## config.mk

```make
export PLATFORM = sky130hd
export DESIGN_NAME = dwarf_line_program_interpreter_core_flat
export DESIGN_NICKNAME = d
export VERILOG_FILES = /design/src/dlpi_pkg.sv /design/src/dlpi_req_if.sv /design/src/dlpi_rsp_if.sv /design/src/dwarf_line_program_interpreter_core.sv /design/src/dlpi_div.sv /design/src/flat_wrapper.sv
export VERILOG_INCLUDE_DIRS = /design/src /design/src/src
export SDC_FILE = /design/constraint.sdc
export NUM_CORES = 2
export LEC_CHECK = 0
export ABC_CLOCK_PERIOD_IN_PS = 21100
export BUFFER_PORTS_ARGS = -buffer_cell sky130_fd_sc_hd__clkbuf_2
export CORE_ASPECT_RATIO = 0.6
export CORE_MARGIN = 4
export CORE_UTILIZATION = 55
export CTS_BUF_LIST = sky130_fd_sc_hd__clkbuf_8
export DETAILED_ROUTE_END_ITERATION = 16
export HOLD_SLACK_MARGIN = 0.08
export PLACE_DENSITY = 0.8
export RECOVER_POWER = 25
export SYNTH_ARGS = -nofsm -noshare
export SYNTH_HDL_FRONTEND = slang
export SYNTH_SLANG_ARGS = --single-unit
```

## constraint.sdc

```tcl
create_clock -name clock -period 21.1 [get_ports clock]
set_input_delay 4.22 -clock clock [delete_from_list [all_inputs] [get_ports clock]]
set_output_delay 4.22 -clock clock [all_outputs]
set_load 0.005 [all_outputs]
```

## src/assert_macros.svh

```systemverilog
// Assertion macros shared by the line-program interpreter RTL.
// Depends on nothing; included by the modules that carry assertions.
`ifndef ASSERT_MACROS_SVH
`define ASSERT_MACROS_SVH

// Clocked assertion that is switched off while reset is high.
`define DLPI_ASSERT(label, clk, rst, prop, msg) \
   label: assert property (@(posedge clk) disable iff (rst) prop) else $error(msg);

// Clocked assertion that is also checked during reset.
`define DLPI_ASSERT_NR(label, clk, prop, msg) \
   label: assert property (@(posedge clk) prop) else $error(msg);

`endif

```

## src/dlpi_pkg.sv

```systemverilog
// Types and constants of the line-number program interpreter.
// Used by the channel interfaces, the divider and the top level.
package dlpi_pkg;

   localparam logic [7:0] OP_EXTENDED         = 8'd0;
   localparam logic [7:0] OP_COPY             = 8'd1;
   localparam logic [7:0] OP_ADVANCE_PC       = 8'd2;
   localparam logic [7:0] OP_ADVANCE_LINE     = 8'd3;
   localparam logic [7:0] OP_SET_FILE         = 8'd4;
   localparam logic [7:0] OP_SET_COLUMN       = 8'd5;
   localparam logic [7:0] OP_NEGATE_STMT      = 8'd6;
   localparam logic [7:0] OP_SET_BASIC_BLOCK  = 8'd7;
   localparam logic [7:0] OP_CONST_ADD_PC     = 8'd8;
   localparam logic [7:0] OP_FIXED_ADVANCE_PC = 8'd9;
   localparam logic [7:0] OP_SET_PROLOGUE_END = 8'd10;
   localparam logic [7:0] OP_SET_EPILOGUE_BEG = 8'd11;
   localparam logic [7:0] OP_SET_ISA          = 8'd12;

   localparam logic [7:0] EXT_END_SEQUENCE = 8'd1;
   localparam logic [7:0] EXT_SET_ADDRESS  = 8'd2;

   localparam logic [7:0] CONST_ADD_TOP = 8'd255;

   localparam logic [2:0] REG_ADDR_UNIT       = 3'd0;
   localparam logic [2:0] REG_DEFAULT_IS_STMT = 3'd1;
   localparam logic [2:0] REG_LINE_FLOOR      = 3'd2;
   localparam logic [2:0] REG_LINE_SPAN       = 3'd3;
   localparam logic [2:0] REG_FIRST_SPECIAL   = 3'd4;

   typedef struct packed {
      logic [7:0]         opcode;
      logic [7:0]         extended_opcode;
      logic [63:0]        operand;
      logic signed [31:0] line_delta;
   } dlpi_req_type;

   typedef struct packed {
      logic [63:0] row_address;
      logic [31:0] row_line;
      logic [15:0] row_file;
      logic [15:0] row_column;
      logic [7:0]  row_isa;
      logic        row_is_stmt;
      logic        row_basic_block;
      logic        row_end_sequence;
      logic        row_prologue_end;
      logic        row_epilogue_begin;
      logic [63:0] lowest_address;
      logic [63:0] highest_address;
   } dlpi_rsp_type;

   typedef struct packed {
      logic       done;
      logic [7:0] quotient;
      logic [7:0] remainder;
   } dlpi_div_result_type;

endpackage

```

## src/dlpi_req_if.sv

```systemverilog
// Instruction channel: valid, ready and one decoded instruction per beat.
// Depends on dlpi_pkg for the payload type.
interface dlpi_req_if import dlpi_pkg::*; ();
   logic         valid;
   logic         ready;
   dlpi_req_type payload;

   modport source (output valid, output payload, input ready);
   modport sink (input valid, input payload, output ready);
endinterface

```

## src/dlpi_rsp_if.sv

```systemverilog
// Row channel: valid, ready and one emitted row per beat.
// Depends on dlpi_pkg for the payload type.
interface dlpi_rsp_if import dlpi_pkg::*; ();
   logic         valid;
   logic         ready;
   dlpi_rsp_type payload;

   modport source (output valid, output payload, input ready);
   modport sink (input valid, input payload, output ready);
endinterface

```

## src/dwarf_line_program_interpreter_core.sv

```systemverilog
// Line-number program interpreter: one decoded instruction per accepted beat.
// An instruction without a row returns to idle from execute; copy and end_sequence go to emit.
// advance_pc goes through the shift-add loop over the address unit;
// fixed_advance_pc uses it with multiplier 1. const_add_pc and special divide first, then multiply.
// A row is registered in the emit state after the last update; later while the previous row is held.
// Synchronous active-high reset loads register defaults and the initial row state.
`include "assert_macros.svh"
module dwarf_line_program_interpreter_core import dlpi_pkg::*; (
   input  logic        clock,
   input  logic        reset,
   dlpi_req_if.sink    req_if,
   dlpi_rsp_if.source  rsp_if,
   input  logic        psel,
   input  logic        penable,
   input  logic        pwrite,
   input  logic [4:0]  paddr,
   input  logic [31:0] pwdata,
   output logic [31:0] prdata,
   output logic        pready
);

   localparam logic [2:0] ST_IDLE = 3'd0;
   localparam logic [2:0] ST_EXEC = 3'd1;
   localparam logic [2:0] ST_DIV  = 3'd2;
   localparam logic [2:0] ST_MUL  = 3'd3;
   localparam logic [2:0] ST_EMIT = 3'd4;

   logic [2:0]   state_ff, state_in;
   dlpi_req_type item_ff, item_in;
   logic         emit_ff, emit_in;
   logic         endseq_ff, endseq_in;

   logic [7:0]   mil_ff, mil_in;
   logic         dflt_stmt_ff, dflt_stmt_in;
   logic [7:0]   line_floor_ff, line_floor_in;
   logic [7:0]   line_span_ff, line_span_in;
   logic [7:0]   first_special_ff, first_special_in;

   logic [63:0]  cur_address_ff, cur_address_in;
   logic [31:0]  cur_line_ff, cur_line_in;
   logic [15:0]  cur_file_ff, cur_file_in;
   logic [15:0]  cur_column_ff, cur_column_in;
   logic [7:0]   cur_isa_ff, cur_isa_in;
   logic         cur_is_stmt_ff, cur_is_stmt_in;
   logic         cur_basic_block_ff, cur_basic_block_in;
   logic         cur_prologue_end_ff, cur_prologue_end_in;
   logic         cur_epilogue_begin_ff, cur_epilogue_begin_in;
   logic [63:0]  min_seen_ff, min_seen_in;
   logic [63:0]  max_seen_ff, max_seen_in;

   logic [63:0]  acc_ff, acc_in;
   logic [63:0]  mcand_ff, mcand_in;
   logic [7:0]   mplier_ff, mplier_in;
   logic [63:0]  acc_sum;

   logic         rsp_valid_ff, rsp_valid_in;
   dlpi_rsp_type rsp_payload_ff, rsp_payload_in;

   logic                div_start;
   logic [7:0]          div_dividend;
   dlpi_div_result_type div_res;

   logic         cfg_write;
   logic         req_fire;
   logic         fire_emit;
   logic [63:0]  new_min;
   logic [63:0]  new_max;
   logic [31:0]  special_step;

   assign pready    = 1'b1;
   assign cfg_write = psel && penable && pwrite;
   assign req_fire  = req_if.valid && req_if.ready;
   assign fire_emit = (state_ff == ST_EMIT) && (!rsp_valid_ff || rsp_if.ready);

   assign req_if.ready   = (state_ff == ST_IDLE);
   assign rsp_if.valid   = rsp_valid_ff;
   assign rsp_if.payload = rsp_payload_ff;

   assign acc_sum = acc_ff + (mplier_ff[0] ? mcand_ff : 64'd0);
   assign new_min = (cur_address_ff < min_seen_ff) ? cur_address_ff : min_seen_ff;
   assign new_max = (cur_address_ff > max_seen_ff) ? cur_address_ff : max_seen_ff;
   assign special_step = {{24{line_floor_ff[7]}}, line_floor_ff} + {24'd0, div_res.remainder};

   dlpi_div u_div (
      .clock    (clock),
      .reset    (reset),
      .start    (div_start),
      .dividend (div_dividend),
      .divisor  (line_span_ff),
      .result   (div_res)
   );

   always_comb begin
      case (paddr[4:2])
         REG_ADDR_UNIT:       prdata = {24'd0, mil_ff};
         REG_DEFAULT_IS_STMT: prdata = {31'd0, dflt_stmt_ff};
         REG_LINE_FLOOR:      prdata = {24'd0, line_floor_ff};
         REG_LINE_SPAN:       prdata = {24'd0, line_span_ff};
         REG_FIRST_SPECIAL:   prdata = {24'd0, first_special_ff};
         default:             prdata = 32'd0;
      endcase
   end

   always_comb begin
      mil_in           = mil_ff;
      dflt_stmt_in     = dflt_stmt_ff;
      line_floor_in    = line_floor_ff;
      line_span_in     = line_span_ff;
      first_special_in = first_special_ff;
      if (cfg_write) begin
         case (paddr[4:2])
            REG_ADDR_UNIT:       mil_in           = pwdata[7:0];
            REG_DEFAULT_IS_STMT: dflt_stmt_in     = pwdata[0];
            REG_LINE_FLOOR:      line_floor_in    = pwdata[7:0];
            REG_LINE_SPAN:       line_span_in     = pwdata[7:0];
            REG_FIRST_SPECIAL:   first_special_in = pwdata[7:0];
            default: begin
            end
         endcase
      end
   end

   always_comb begin
      state_in              = state_ff;
      item_in               = item_ff;
      emit_in               = emit_ff;
      endseq_in             = endseq_ff;
      cur_address_in        = cur_address_ff;
      cur_line_in           = cur_line_ff;
      cur_file_in           = cur_file_ff;
      cur_column_in         = cur_column_ff;
      cur_isa_in            = cur_isa_ff;
      cur_is_stmt_in        = cur_is_stmt_ff;
      cur_basic_block_in    = cur_basic_block_ff;
      cur_prologue_end_in   = cur_prologue_end_ff;
      cur_epilogue_begin_in = cur_epilogue_begin_ff;
      min_seen_in           = min_seen_ff;
      max_seen_in           = max_seen_ff;
      acc_in                = acc_ff;
      mcand_in              = mcand_ff;
      mplier_in             = mplier_ff;
      rsp_valid_in          = rsp_valid_ff && !rsp_if.ready;
      rsp_payload_in        = rsp_payload_ff;
      div_start             = 1'b0;
      div_dividend          = item_ff.opcode - first_special_ff;

      case (state_ff)
         ST_IDLE: begin
            if (req_fire) begin
               item_in  = req_if.payload;
               state_in = ST_EXEC;
            end
         end
         ST_EXEC: begin
            emit_in   = 1'b0;
            endseq_in = 1'b0;
            state_in  = ST_IDLE;
            if (item_ff.opcode == OP_EXTENDED) begin
               if (item_ff.extended_opcode == EXT_END_SEQUENCE) begin
                  emit_in   = 1'b1;
                  endseq_in = 1'b1;
                  state_in  = ST_EMIT;
               end else if (item_ff.extended_opcode == EXT_SET_ADDRESS) begin
                  cur_address_in = item_ff.operand;
               end
            end else if (item_ff.opcode < first_special_ff) begin
               case (item_ff.opcode)
                  OP_COPY: begin
                     emit_in  = 1'b1;
                     state_in = ST_EMIT;
                  end
                  OP_ADVANCE_PC: begin
                     acc_in    = cur_address_ff;
                     mcand_in  = item_ff.operand;
                     mplier_in = mil_ff;
                     state_in  = ST_MUL;
                  end
                  OP_ADVANCE_LINE: cur_line_in = cur_line_ff + $unsigned(item_ff.line_delta);
                  OP_SET_FILE:     cur_file_in = item_ff.operand[15:0];
                  OP_SET_COLUMN:   cur_column_in = item_ff.operand[15:0];
                  OP_NEGATE_STMT:  cur_is_stmt_in = !cur_is_stmt_ff;
                  OP_SET_BASIC_BLOCK: cur_basic_block_in = 1'b1;
                  OP_CONST_ADD_PC: begin
                     div_start    = 1'b1;
                     div_dividend = CONST_ADD_TOP - first_special_ff;
                     state_in     = ST_DIV;
                  end
                  OP_FIXED_ADVANCE_PC: begin
                     acc_in    = cur_address_ff;
                     mcand_in  = {48'd0, item_ff.operand[15:0]};
                     mplier_in = 8'd1;
                     state_in  = ST_MUL;
                  end
                  OP_SET_PROLOGUE_END: cur_prologue_end_in = 1'b1;
                  OP_SET_EPILOGUE_BEG: cur_epilogue_begin_in = 1'b1;
                  OP_SET_ISA:          cur_isa_in = item_ff.operand[7:0];
                  default: begin
                  end
               endcase
            end else begin
               div_start = 1'b1;
               emit_in   = 1'b1;
               state_in  = ST_DIV;
            end
         end
         ST_DIV: begin
            if (div_res.done) begin
               acc_in    = cur_address_ff;
               mcand_in  = {56'd0, div_res.quotient};
               mplier_in = mil_ff;
               if (emit_ff) begin
                  cur_line_in = cur_line_ff + special_step;
               end
               state_in = ST_MUL;
            end
         end
         ST_MUL: begin
            acc_in    = acc_sum;
            mcand_in  = {mcand_ff[62:0], 1'b0};
            mplier_in = {1'b0, mplier_ff[7:1]};
            if (mplier_ff[7:1] == 7'd0) begin
               cur_address_in = acc_sum;
               state_in       = emit_ff ? ST_EMIT : ST_IDLE;
            end
         end
         ST_EMIT: begin
            if (fire_emit) begin
               rsp_valid_in                      = 1'b1;
               rsp_payload_in.row_address        = cur_address_ff;
               rsp_payload_in.row_line           = cur_line_ff;
               rsp_payload_in.row_file           = cur_file_ff;
               rsp_payload_in.row_column         = cur_column_ff;
               rsp_payload_in.row_isa            = cur_isa_ff;
               rsp_payload_in.row_is_stmt        = cur_is_stmt_ff;
               rsp_payload_in.row_basic_block    = cur_basic_block_ff;
               rsp_payload_in.row_end_sequence   = endseq_ff;
               rsp_payload_in.row_prologue_end   = cur_prologue_end_ff;
               rsp_payload_in.row_epilogue_begin = cur_epilogue_begin_ff;
               rsp_payload_in.lowest_address     = new_min;
               rsp_payload_in.highest_address    = new_max;
               min_seen_in           = new_min;
               max_seen_in           = new_max;
               cur_basic_block_in    = 1'b0;
               cur_prologue_end_in   = 1'b0;
               cur_epilogue_begin_in = 1'b0;
               if (endseq_ff) begin
                  cur_address_in = 64'd0;
                  cur_line_in    = 32'd1;
                  cur_file_in    = 16'd1;
                  cur_column_in  = 16'd0;
                  cur_isa_in     = 8'd0;
                  cur_is_stmt_in = dflt_stmt_ff;
               end
               state_in = ST_IDLE;
            end
         end
         default: state_in = ST_IDLE;
      endcase
   end

   always_ff @(posedge clock) begin
      if (reset) begin
         state_ff              <= ST_IDLE;
         emit_ff               <= 1'b0;
         endseq_ff             <= 1'b0;
         rsp_valid_ff          <= 1'b0;
         mil_ff                <= 8'd1;
         dflt_stmt_ff          <= 1'b1;
         line_floor_ff         <= 8'hFB;
         line_span_ff          <= 8'd14;
         first_special_ff      <= 8'd13;
         cur_address_ff        <= 64'd0;
         cur_line_ff           <= 32'd1;
         cur_file_ff           <= 16'd1;
         cur_column_ff         <= 16'd0;
         cur_isa_ff            <= 8'd0;
         cur_is_stmt_ff        <= 1'b1;
         cur_basic_block_ff    <= 1'b0;
         cur_prologue_end_ff   <= 1'b0;
         cur_epilogue_begin_ff <= 1'b0;
         min_seen_ff           <= '1;
         max_seen_ff           <= 64'd0;
      end else begin
         state_ff              <= state_in;
         emit_ff               <= emit_in;
         endseq_ff             <= endseq_in;
         rsp_valid_ff          <= rsp_valid_in;
         mil_ff                <= mil_in;
         dflt_stmt_ff          <= dflt_stmt_in;
         line_floor_ff         <= line_floor_in;
         line_span_ff          <= line_span_in;
         first_special_ff      <= first_special_in;
         cur_address_ff        <= cur_address_in;
         cur_line_ff           <= cur_line_in;
         cur_file_ff           <= cur_file_in;
         cur_column_ff         <= cur_column_in;
         cur_isa_ff            <= cur_isa_in;
         cur_is_stmt_ff        <= cur_is_stmt_in;
         cur_basic_block_ff    <= cur_basic_block_in;
         cur_prologue_end_ff   <= cur_prologue_end_in;
         cur_epilogue_begin_ff <= cur_epilogue_begin_in;
         min_seen_ff           <= min_seen_in;
         max_seen_ff           <= max_seen_in;
      end
   end

   always_ff @(posedge clock) begin
      item_ff        <= item_in;
      acc_ff         <= acc_in;
      mcand_ff       <= mcand_in;
      mplier_ff      <= mplier_in;
      rsp_payload_ff <= rsp_payload_in;
   end

   `DLPI_ASSERT(a_accept_to_exec, clock, reset, req_fire |=> (state_ff == ST_EXEC), "accepted beat did not start execution")
   `DLPI_ASSERT(a_marks_bracket_row, clock, reset, rsp_if.valid |-> (rsp_payload_ff.lowest_address <= rsp_payload_ff.row_address && rsp_payload_ff.row_address <= rsp_payload_ff.highest_address), "row address lies outside the running marks")
   `DLPI_ASSERT(a_endseq_resets_row, clock, reset, (fire_emit && endseq_ff) |=> (cur_address_ff == 64'd0 && cur_line_ff == 32'd1 && cur_file_ff == 16'd1), "row state not reset after end of sequence")
   `DLPI_ASSERT(a_div_done_in_div, clock, reset, div_res.done |-> (state_ff == ST_DIV), "divider finished outside the divide step")
   `DLPI_ASSERT_NR(a_reset_clears_rsp, clock, reset |=> !rsp_if.valid, "row beat valid right after reset")

endmodule

```

## src/dlpi_div.sv

```systemverilog
// Bit-serial restoring divider, 8-bit dividend by 8-bit divisor, one bit a cycle.
// Depends on dlpi_pkg for the result type.
module dlpi_div import dlpi_pkg::*; (
   input  logic                clock,
   input  logic                reset,
   input  logic                start,
   input  logic [7:0]          dividend,
   input  logic [7:0]          divisor,
   output dlpi_div_result_type result
);

   logic       busy_ff, busy_in;
   logic       done_ff, done_in;
   logic [2:0] cnt_ff, cnt_in;
   logic [7:0] rem_ff, rem_in;
   logic [7:0] quo_ff, quo_in;
   logic       zero_ff, zero_in;
   logic [8:0] trial;
   logic [8:0] diff;
   logic       fits;

   assign trial = {rem_ff, quo_ff[7]};
   assign diff  = trial - {1'b0, divisor};
   assign fits  = (trial >= {1'b0, divisor});

   always_comb begin
      busy_in = busy_ff;
      done_in = 1'b0;
      cnt_in  = cnt_ff;
      rem_in  = rem_ff;
      quo_in  = quo_ff;
      zero_in = zero_ff;
      if (start) begin
         busy_in = 1'b1;
         cnt_in  = 3'd0;
         rem_in  = 8'd0;
         quo_in  = dividend;
         zero_in = (divisor == 8'd0);
      end else if (busy_ff) begin
         rem_in = fits ? diff[7:0] : trial[7:0];
         quo_in = {quo_ff[6:0], fits};
         cnt_in = cnt_ff + 3'd1;
         if (cnt_ff == 3'd7) begin
            busy_in = 1'b0;
            done_in = 1'b1;
         end
      end
   end

   always_ff @(posedge clock) begin
      if (reset) begin
         busy_ff <= 1'b0;
         done_ff <= 1'b0;
         cnt_ff  <= 3'd0;
      end else begin
         busy_ff <= busy_in;
         done_ff <= done_in;
         cnt_ff  <= cnt_in;
      end
   end

   always_ff @(posedge clock) begin
      rem_ff  <= rem_in;
      quo_ff  <= quo_in;
      zero_ff <= zero_in;
   end

   assign result.done      = done_ff;
   assign result.quotient  = zero_ff ? 8'd0 : quo_ff;
   assign result.remainder = rem_ff;

endmodule
```

## src/flat_wrapper.sv

```systemverilog
// flat-port wrapper written by rule: the top's interface ports become plain ports
module dwarf_line_program_interpreter_core_flat import dlpi_pkg::*;
  (clock, reset, psel, penable, pwrite, paddr, pwdata, prdata, pready, req_if_valid, req_if_payload, req_if_ready, rsp_if_valid, rsp_if_payload, rsp_if_ready);
  dlpi_req_if req_if_i ();
  dlpi_rsp_if rsp_if_i ();
  input  logic clock;
  input  logic reset;
  input  logic psel;
  input  logic penable;
  input  logic pwrite;
  input  logic [4:0] paddr;
  input  logic [31:0] pwdata;
  output logic [31:0] prdata;
  output logic pready;
  input wire logic [$bits(req_if_i.valid)-1:0] req_if_valid;
  input wire logic [$bits(req_if_i.payload)-1:0] req_if_payload;
  output wire logic [$bits(req_if_i.ready)-1:0] req_if_ready;
  output wire logic [$bits(rsp_if_i.valid)-1:0] rsp_if_valid;
  output wire logic [$bits(rsp_if_i.payload)-1:0] rsp_if_payload;
  input wire logic [$bits(rsp_if_i.ready)-1:0] rsp_if_ready;
  assign req_if_i.valid = req_if_valid;
  assign req_if_i.payload = req_if_payload;
  assign req_if_ready = req_if_i.ready;
  assign rsp_if_valid = rsp_if_i.valid;
  assign rsp_if_payload = rsp_if_i.payload;
  assign rsp_if_i.ready = rsp_if_ready;
  dwarf_line_program_interpreter_core u_core (.clock(clock), .reset(reset), .req_if(req_if_i), .rsp_if(rsp_if_i), .psel(psel), .penable(penable), .pwrite(pwrite), .paddr(paddr), .pwdata(pwdata), .prdata(prdata), .pready(pready));
endmodule
```

Word-level counts from Yosys, hierarchy flattened. Cells that the tools add are included.

Add/subtract/negate cells: 8. Magnitude comparators: 4. Eq/ne operators: 44. Mux-type cells: 104. Bitwise logic cells: 1. Reduce and logical (&&, ||, !) cells: 41.

Operators with widths (number): two-way mux 64 bit (16); case mux 64 bit (3 select lines) (3); two-way mux 32 bit (7); two-way mux 16 bit (10); two-way mux 8 bit (16); case mux 64 bit (2 select lines) (1); case mux 32 bit (3 select lines) (1); adder 32 bit (2); adder 64 bit (1); greater-than comparator 64 bit (1); less-than comparator 64 bit (1); case mux 16 bit (2 select lines) (2); equality test 8 x 4 -> 1 bit, second input constant (5); case mux 8 bit (5 select lines) (1); equality test 8 x 3 -> 1 bit, second input constant (4); case mux 8 bit (2 select lines) (2); two-way mux 1 bit (30); inequality test 2 bit, second input constant (13); AND reduction 5 bit (5); equality test 8 x 2 -> 1 bit, second input constant (3); two-way mux 3 bit (8); case mux 8 bit (3 select lines) (1); AND reduction 6 bit (4); equality test 8 x 1 -> 1 bit, second input constant (2); 29 further kinds (63).

Bits in registers: 846. Bits of input ports: 156. Output and inout port bits: 304. Logic and storage cells: 247.

Longest topological paths before layout.
Depth in word-level cells: 6. Gate-level depth with buffers: 23. Depth with buffers taken out: 23.

Hierarchy. From an unflattened synthesis, not the netlist that was laid out.

Cells, all modules: 4165. Area, all modules: 42791.0 sq um.

By module, submodules not included: dwarf_line_program_interpreter_core (times used 1, cells each 4007, area an instance 41344.7 sq um, seq. area each 21670.8 sq um); dlpi_div (times used 1, cells each 158, area an instance 1446.4 sq um, seq. area each 530.5 sq um).

Worst setup path after synthesis. No wires, ideal clock.

Path kind: input port to flip-flop. From: input port rsp_if_ready. To: register u_core.cur_file_ff[13]. Data arrival time: 18.513 ns. Required time: 21.030 ns. Setup slack: 2.516 ns. Stages: 7. Cell sequence: nor2b_1 nor2_1 o21ai_0 a21oi_1 clkbuf_1 nand3_1 a21oi_1.

Cells in the longest elaborated chain, start to end: 4.

RTL lines: start, declared (RTL line flat_wrapper.sv:20) `input wire logic [$bits(rsp_if_i.ready)-1:0] rsp_if_ready;`; logical OR 1 bit (RTL line dwarf_line_program_interpreter_core.sv:73) `assign fire_emit = (state_ff == ST_EMIT) && (!rsp_valid_ff || rsp_if.ready);`; logical AND 1 bit (RTL line dwarf_line_program_interpreter_core.sv:73); inequality test 2 x 1 -> 1 bit (no line); AND reduction 6 bit (no line); end signal, assigned (RTL line dwarf_line_program_interpreter_core.sv:295) `cur_file_ff <= cur_file_in;`; end, declared (RTL line dwarf_line_program_interpreter_core.sv:41) `logic [15:0] cur_file_ff, cur_file_in;`.

Every way passes these cells. A chain may end at the register's enable or synchronous reset.

Worst setup path after layout.
From: input port paddr[3]. To: output port prdata[1].

Cells in the longest elaborated chain, start to end: 2. Elaborated cells on any way between the ends: 6.

RTL lines: start, declared (RTL line flat_wrapper.sv:11) `input logic [4:0] paddr;`; equality test 3 bit (tied with other cells) (RTL line dwarf_line_program_interpreter_core.sv:94) `case (paddr[4:2])`; case mux 8 bit (5 select lines) (*) (RTL line dwarf_line_program_interpreter_core.sv:94); end, declared (RTL line flat_wrapper.sv:13) `output logic [31:0] prdata;`.

Mark *: on every way between the ends. The rest lies on a longest branch, timed or not.

==> results.cfg <==
[grt]
grt_pass1_wl_um = 177000
antenna_found_initial = 2
grt_pass1_vias = 30200
grt_use_total_pct = 27.8
grt_max_degree = 151
grt-ovfl-total = 0

[place]
dp_hpwl_um = 80900
port_buffers = 408
place.gp.congestion = 0.936
dp_cells = 5274

[worst_setup_path]
cp.required_ns = 16.88
crit_top_cell = clkbuf_2
worstPathArrival_ns = 5.66
path_cells = clkbuf_2 -> nor3b_1 -> nand2_1 -> o21ai_0 -> clkbuf_2
cpLargestDelayFamily = simple AND/OR/NAND/NOR gates
slowest_delay_ns = 0.70
slowest_stage = nor3b_1
endpoint_kind = output pin
criticalPathCategory = in2out
cp_max_fo = 16
critPathLaunchType = input port
path_buf_inv = 2

[drt]
drc_errors = 0
wire_per_inst_um = 21.0
firstDrtPassIters = 7
vias_per_cell = 5.92
initialDrtViolationCount = 3734
routed_wl_um = 115000
ant_nets = 0
vias = 32600

[sta]
period_share_pct = 46.8
fmax_mhz = 101
rsz0062_at_grt = no
worst_slew_pin_slew_ns = 4.12
period_minus_slack_ns = 9.88
fin_tns_setup_ns = 0
final_max_slew_viol_count = 393
clock_skew_ns = 0.0507
setup_violations = 0
final_hold_viol_count = 0
worst_slew_margin_rel_pct = -175

[floorplanning]
dieArea_um2 = 80600
core_area_um2 = 74500
die_w_um = 364
die_y_um = 221
rows = 77
start_util_pct = 56.1
io_pins = 460

[finish]
fill_cells = 5972
instances_no_fill = 5503
drive_above_1_share_pct = 14.9
nets = 4821
final_cell_mix = 538 x nand2_1, 526 x edfxtp_1, 383 x clkbuf_2, 369 x nor2_1, 320 x dfxtp_1
final_common_cell = nand2_1
area_growth_pct = 12.2

[power_and_ir_drop]
power_frac_clock_pct = 34.6
p_seq_share_pct = 48.9
p_sw_mw = 1.10
ir_drop_mv = 0.123
pwr-share-comb_pct = 16.6
p_sw_share_pct = 28.6
p_int_mw = 2.74
p_per_area_nw_per_um2 = 82.0
leakagePower_nw = 20.5

[cts]
post-cts-setup-buffer-count = 0
cts-root-buf = clkbuf_8
cts_tree = done
ctsHoldBuffers = 0
clk_latency_ns = 0.84
cts.repair.resized = 0
clockBufferDepth = 3
htree_levels = 3
clk_pin_slew_worst_paths_ns = 0.07
clock_sinks = 846
cts_buffers = 119

[synthesis]
yosys_register_bits = 846
postSynthCellCount = 4049
seq_area_frac_synth_pct = 53.1
netlist.area_leader.share_pct = 37.8
synthTopCellsByArea = edfxtp_1 38%, dfxtp_1 15%, ha_1 7.5%
synth_area_leader_cell = edfxtp_1
synth-main-ff-cell = edfxtp_1
synth_edf_count = 526
ys_warn_count = 0
synth_cell_type_count = 70
async_reset_ff_share_pct = 0
synth.cell_area_um2 = 41800
syn_area_per_cell_um2 = 10.3

[run_status]
failed_checks = max-capacitance violations, max-slew violations
status = finished, violations left

[job]
maxCapViolCount = 7

[worst_hold_path]
hold_path.class = reg2reg
[area by class of cell]
type	count	area [um2]	area share [%]
Antenna cell	3	7.51	0.0160
Multi-Input combinational cell	2805	18000	38.4
Tap cell	987	1230	2.63
Clock inverter	87	544	1.16
Sequential cell	846	22200	47.4
Inverter	188	706	1.51
Timing Repair Buffer	448	2290	4.89
Clock buffer	139	1910	4.08
[logic make-up (layout without fill, tap and decap cells)]
family / count (synthesis) / count (layout) / share of synthesized area, %
xor gates and xnor gates: 88 / 88 / 1.85
and+or+nand+nor: 1347 / 1347 / 14.3
other: 2 / 28 / 0.0180
DFF: 846 / 846 / 53.1
AOI/OAI and AO/OA: 918 / 918 / 14.0
adders and majority gates: 257 / 257 / 7.79
buffers and inverters: 421 / 862 / 4.24
muxes: 170 / 170 / 4.71
[worst paths after layout]
check	from	end	slack [ns]	cells after the start
hold reg to reg	u_core.cur_file_ff[15]	u_core.rsp_if.payload[172]	0.42	0
setup reg to reg	u_core.state_ff[0]	u_core.cur_address_ff[56]	13.07	9
setup / recovery	paddr[3]	prdata[1]	11.22	5
hold / removal	u_core.cur_file_ff[15]	u_core.rsp_if.payload[172]	0.42	0
[synth_stat cells (7+ instances only)]
library cell,n
mux2_4,48
dfxtp_1,320
a21oi_1,314
a22o_1,55
nand3b_1,11
buf_1,21
a211oi_1,23
buf_6,13
and3_1,14
buf_4,25
a211o_1,19
mux2i_1,102
nand2b_1,13
or3_1,17
a22oi_1,12
nand3_1,67
xor2_1,36
o211ai_1,16
mux2_2,20
a21boi_0,9
o21bai_1,25
a311oi_1,58
edfxtp_1,526
nor2b_1,39
nor4_1,8
nor2_1,372
nand2_1,539
clkbuf_1,173
inv_1,188
xnor2_1,52
or4_1,8
ha_1,252
o31ai_1,12
o21a_1,26
o21ai_0,191
nor3_1,116
nand4_1,50
o22ai_1,7
a21o_1,86
and2_1,75
a31oi_1,18
[power groups by stage]
stage | clock network, mW | logic (mW) | registers [mW]
final | 1.33 | 0.636 | 1.88
after CTS | 1.35 | 0.627 | 1.88
after global routing | 1.42 | 0.697 | 1.88
after global placement | 0 | 0.606 | 1.91
after floorplan | 0 | 0.485 | 1.89
after detailed placement | 0 | 0.624 | 1.91
[routing by layer]
| metal | GRT usage, % | routed length, um | vias to the layer above |
|---|---|---|---|
| met1 | 42.5 | 52400 | 15600 |
| met5 | 0 | 13 | - |
| li1 | - | - | 15300 |
| met2 | 39.5 | 48500 | 1564 |
| met3 | 7.34 | 12400 | 142 |
| met4 | 6.25 | 2110 | 2 |
[flip-flops by register name, indices dropped and copies added, names as in the netlist, 3 cells and up]
| name | flops |
|---|---|
| u_core.cur_line_ff | 32 |
| u_core.cur_file_ff | 16 |
| u_core.acc_ff | 64 |
| u_core.u_div.cnt_ff | 3 |
| u_core.first_special_ff | 8 |
| u_core.cur_isa_ff | 8 |
| u_core.u_div.quo_ff | 8 |
| u_core.rsp_if.payload | 269 |
| u_core.state_ff | 3 |
| u_core.max_seen_ff | 64 |
| u_core.cur_column_ff | 16 |
| u_core.item_ff | 112 |
| u_core.u_div.rem_ff | 8 |
| u_core.mplier_ff | 8 |
| u_core.mil_ff | 8 |
| u_core.line_floor_ff | 8 |
| u_core.mcand_ff | 64 |
| u_core.min_seen_ff | 64 |
| u_core.cur_address_ff | 64 |
| u_core.line_span_ff | 8 |
[worst reg2reg max path: stages (launching register included)]
cell and delay [ns]:
dfxtp_1 0.34, clkbuf_1 0.95, nor2b_1 0.43, clkbuf_1 0.33
and2_0 1.77, clkbuf_1 3.02, nand3_1 0.35, mux2i_1 0.41
a211oi_1 0.08, a211oi_1 0.25
[per-stage QoR]
step	cell area (um2)	setup slack, ns	power (mW)	util [%]	hold WS, ns
4_1_cts	47000	11.25	3.85	63.1	0.429
2_1_floorplan	41900	2.52	2.37	-	0.408
3_3_place_gp	44500	11.33	2.52	59.8	0.412
3_5_place_dp	44500	11.25	2.54	59.8	0.417
6_report	46900	11.22	3.84	63.0	0.425
5_1_grt	46900	11.03	4.00	63.0	0.439
Note: power is estimated with default switching activity, not from simulation.
